--- src/hw/rtl/multi_owner_deadline_registry_unit_defines.svh ---
// Assertion helpers for the deadline registry.
`ifndef MULTI_OWNER_DEADLINE_REGISTRY_UNIT_DEFINES_SVH
`define MULTI_OWNER_DEADLINE_REGISTRY_UNIT_DEFINES_SVH

// Same-cycle implication, disabled during reset.
`define MDR_ASSERT_NOW(lbl, ante, cons, msg) \
  lbl: assert property (@(posedge clk) disable iff (rst) (ante) |-> (cons)) else $error(msg);

// Next-cycle implication, disabled during reset.
`define MDR_ASSERT_NEXT(lbl, ante, cons, msg) \
  lbl: assert property (@(posedge clk) disable iff (rst) (ante) |=> (cons)) else $error(msg);

`endif

--- src/hw/rtl/mdr_pkg.sv ---
package mdr_pkg;

  localparam int TIME_W = 32;
  localparam int CMD_W  = 2;
  localparam int OWN_W  = 3;

  typedef logic [TIME_W-1:0] time_ms_t;

  typedef enum logic [CMD_W-1:0] {
    CMD_SCHEDULE = 2'd0,
    CMD_CANCEL   = 2'd1,
    CMD_CONSUME  = 2'd2,
    CMD_QUERY    = 2'd3
  } cmd_t;

  typedef enum logic {
    ALU_SUB = 1'b0,
    ALU_ADD = 1'b1
  } alu_op_t;

  // Request to the shared unit: a +/- b, and cmp_a < cmp_b.
  typedef struct packed {
    alu_op_t  op;
    time_ms_t a;
    time_ms_t b;
    time_ms_t cmp_a;
    time_ms_t cmp_b;
  } alu_req_t;

  typedef struct packed {
    time_ms_t sum;
    logic     lt;
  } alu_rsp_t;

  // diff = due - now. Reached when (now - due) as signed is >= 0, i.e. when
  // -diff has a clear sign bit: diff is zero, or negative but not the most negative value.
  function automatic logic is_reached(input time_ms_t diff);
    logic nz_low;
    nz_low = |diff[TIME_W-2:0];
    return (diff == '0) || (diff[TIME_W-1] && nz_low);
  endfunction

endpackage

--- src/hw/rtl/mdr_alu.sv ---
module mdr_alu
  import mdr_pkg::*;
(
  input  alu_req_t req,
  output alu_rsp_t rsp
);

  logic [TIME_W:0] cmp_diff;

  always_comb begin
    if (req.op == ALU_ADD) begin
      rsp.sum = req.a + req.b;
    end else begin
      rsp.sum = req.a - req.b;
    end
    // unsigned less-than from the borrow out
    cmp_diff = {1'b0, req.cmp_a} - {1'b0, req.cmp_b};
    rsp.lt   = cmp_diff[TIME_W];
  end

endmodule

--- config.mk ---
export PLATFORM = sky130hd
export DESIGN_NAME = mdr_alu
export DESIGN_NICKNAME = d
export VERILOG_FILES = /design/src/hw/rtl/multi_owner_deadline_registry_unit_defines.svh /design/src/hw/rtl/mdr_pkg.sv /design/src/hw/rtl/mdr_alu.sv
export SDC_FILE = /design/constraint.sdc
export NUM_CORES = 1
export LEC_CHECK = 0
export ABC_CLOCK_PERIOD_IN_PS = 4900
export BUFFER_PORTS_ARGS = -buffer_cell sky130_fd_sc_hd__buf_2
export CAP_MARGIN = 20
export CORE_ASPECT_RATIO = 1.5
export CORE_MARGIN = 4
export CORE_UTILIZATION = 25
export DETAILED_ROUTE_END_ITERATION = 8
export PLACE_DENSITY = 0.61
export SYNTH_ARGS = -nofsm -noshare
export SYNTH_HDL_FRONTEND = slang
export SYNTH_SLANG_ARGS = --single-unit
--- constraint.sdc ---
create_clock -name vclk -period 4.9
set_input_delay 0.49 -clock vclk [all_inputs]
set_output_delay 0.49 -clock vclk [all_outputs]
set_load 0.02 [all_outputs]
==> Yosys cells after proc, flatten, opt, wreduce, memory -nomap -nowiden <==
Index checks and enable logic that the tools add are counted.
{ "word_totals": {"ff_bits": 0, "latchBits": 0, "ram_bits": 0, "mem_bits_ro": 0, "in_bits": 129, "output_inout_bits": 33, "word_cells": 4, "memories": 0} }
{ "classes": {"addsub": 3, "multipliers": 0, "div": 0, "n_lt_le_gt_ge": 0, "eq_ne": 0, "n_shift": 0, "n_mux": 1, "bitwise_logic": 0, "n_reduce_logical": 0} }
{ "op_table": {"columns": ["operator", "n"], "rows": [
  ["$sub A32 B32 Y33", 1],
  ["$add A32 B32 Y32", 1],
  ["$mux W32", 1],
  ["$sub A32 B32 Y32", 1]
]} }

==> Logic depth before layout (Yosys ltp) <==
{ "depth": {"word_depth": 2, "ltp_mapped": 16, "ltp_nobuf": 16} }

==> Least setup slack after synthesis <==
OpenSTA, ideal clock, no wires.
{ "synth_path": {"kind": "input -> output", "start": "in req[75] in the netlist's numbering", "end": "out rsp[30] in the netlist's numbering", "arrival_ps": 3651, "required_time_ps": 4410, "path_slack_ps": 759, "stages": 12, "path_buffers": 1, "path_cell_list": "or3_1 -> or4_1 -> and2b_2 -> and3_4 -> a21oi_1 -> xor2_1 -> ha_1 -> clkbuf_1 -> nand4_1 -> or4_1 -> o21ai_0 -> xor2_1"} }
{ "synth_lines": {"columns": ["element", "line_no", "rtl"], "rows": [
  ["from (decl)", "mdr_alu.sv:4", "input alu_req_t req,"],
  ["to (decl)", "mdr_alu.sv:5", "output alu_rsp_t rsp"]
]} }

==> impl_metrics.py <==
metrics = {
    "critical_path": {
        "crit_type": "primary input to primary output",
        "critPathRequiredTime_ps": 4410,
        "start_kind": "primary input",
        "cp_max_fo": 7,
        "crit_path_end_kind": "primary output",
        "arrival_ps": 4120,
    },
    "final_layout": {
        "syn_to_final_growth_pct": 31.44,
        "drive_above_1_share": 0.2796,
        "antenna_cells": 0,
        "n_fill_cell": 1404,
        "flops_and_latches": 0,
        "multi_input_area_mm2": 0.003022,
        "fin_cells": 782,
        "clkbuf_count": 0,
        "nNetsFinal": 828,
        "seq_area_um2": 0,
    },
    "placed_design": {
        "numPortBuffers": 162,
        "place_inst": 782,
        "gp_congestion": 0.9327,
        "dp_hpwl_um": 10220,
        "dp_slack_ps": 319.5,
    },
    "timing": {
        "period_share": 0.9416,
        "setup_tns_ps": 0,
        "setup_ws_ps": 285.9,
        "finalMaxSlewViolations": 0,
        "setup_viol": 0,
        "worst_pin_slew_ps": 445.3,
        "rsz0062_at_grt": "no",
        "max_slew_margin": 0.6955,
        "fmax_mhz": 216.7,
        "period_needed_ps": 4614,
        "report.final.hold_viol_count": 0,
    },
    "synthesis": {
        "synth.area.top_cells": "ha_1 (27%), xor2_1 (10%), a21oi_1 (8.7%), xnor2_1 (6.0%), inv_1 (5.3%)",
        "synth_cell_type_count": 47,
        "synth_nets": 670,
        "netlist_top_cells_count": "ha_1 (70), a21oi_1 (56), inv_1 (45)",
        "ys_warn_count": 0,
        "postSynthAreaPerCell_um2": 6.842,
        "synth_area_mm2": 0.003216,
        "yosysSeqAreaShare": 0,
        "synth_most_common_cell": "ha_1",
        "syn-instance-count": 470,
        "synth_top_cell_area_share": 0.2724,
        "netlist.top_cell.by_area": "ha_1",
    },
    "floorplanning": {
        "initial_core_util": 0.2557,
        "placementRows": 50,
        "core_area_mm2": 0.01257,
        "die_y_um": 146.9,
        "die-area_mm2": 0.01478,
        "io_pins": 162,
        "die_width_um": 100.6,
    },
    "global_route": {
        "antenna_found_initial": 1,
        "grt_pass1_wl_um": 17430,
        "grt_overflow": 0,
        "grt_max_degree": 25,
        "grt_pass1_vias": 3744,
        "grt_use_total": 0.1416,
    },
    "pwr": {
        "power_leakage_nw": 2.277,
        "p_per_area_mw_per_mm2": 177.2,
        "irDropWorstVdd_v": 0.0001213,
    },
    "route": {
        "route.detailed.wl_per_inst_um": 14.36,
        "drc": 0,
        "vias_per_cell": 4.934,
        "final_antenna_net_count": 0,
        "dr.pass1.iters": 4,
        "drt_iter0_drc": 144,
        "wl_um": 11230,
        "vias": 3858,
    },
    "job": {
        "maxCapViolCount": 0,
    },
    "run_status": {
        "status": "complete, no violations",
    },
    "min_path": {
        "hold_class": "primary input to primary output",
    },
    "clock_network": {
        "hold_buffers": 0,
    },
}
routing by layer:
layer,up-vias,part of all wire,GRT usage
li1,1998,-,-
met1,1726,0.39,0.1577
met2,116,0.53,0.2751
met3,16,0.066,0.02375
met4,2,0.022,0.02562
met5,-,0.00071,0
repair_timing:
item | CTS | global route
setup buffers | 0 | 0
hold endpoints to repair | 0 | 0
endpoints found under the setup margin | 0 | 2
gates resized for setup | 0 | 2
logic make-up after synthesis:
kind of cell | after synthesis | share of synthesized area
XOR/XNOR | 61 | 0.1685
multiplexers | 1 | 0.003502
AND/OR/NAND/NOR | 139 | 0.2140
AO/OA/AOI/OAI | 143 | 0.2712
adder cells (fa/ha/maj) | 71 | 0.2786
buffers and inverters | 55 | 0.06420
path summary, 6_finish.rpt:
| kind | endpoint | cells past startpoint | start |
|---|---|---|---|
| hold / removal | rsp[1] | 3 | req[96] |
| setup / recovery | rsp[31] | 15 | req[65] |
placed cells by master, fill, tap and decap left out, drive strengths merged, types with 11 or more instances in the layout:
cell,instances
a21o,17
a21oi,56
buf,166
ha,70
inv,45
nand2,35
nand3,11
nor2,43
o21ai,29
xnor2,23
xor2,38
through the flow:
stage,instance area [µm²],hold slack (ps),power [W],utilization
2_1_floorplan,3216,1180,0.0004963,-
3_3_place_gp,4214,1315,0.0007526,0.3351
3_5_place_dp,4214,1318,0.0007473,0.3351
4_1_cts,4214,1320,0.0007529,0.3351
5_1_grt,4227,1335,0.0008311,0.3361
6_report,4227,1319,0.0007488,0.3361
report_power, final:
group	total, W	internal, W	switching, W
Sequential	0	0	0
Clock	0	0	0
Combinational	0.000749	0.000295	0.000454
Total	0.000749	0.000295	0.000454
cell type report:
class              instances  share of cell area
inverters                 45             0.03996
well taps                156             0.04618
repair buffers           166              0.1989
multi-input cells        415              0.7149
worst max-delay path, cell delays in order:
cell     delay (ps)
buf_2           120
or4_4           570
nor4_4          320
and2b_2         260
and3_4          220
nor2_1           50
xor2_1          150
ha_1            420
nand2_1         150
or3_1           380
a21oi_1         130
a21oi_1         110
o31ai_1         380
xnor2_1         170
buf_2           180
(Power assumes the default switching activity.)
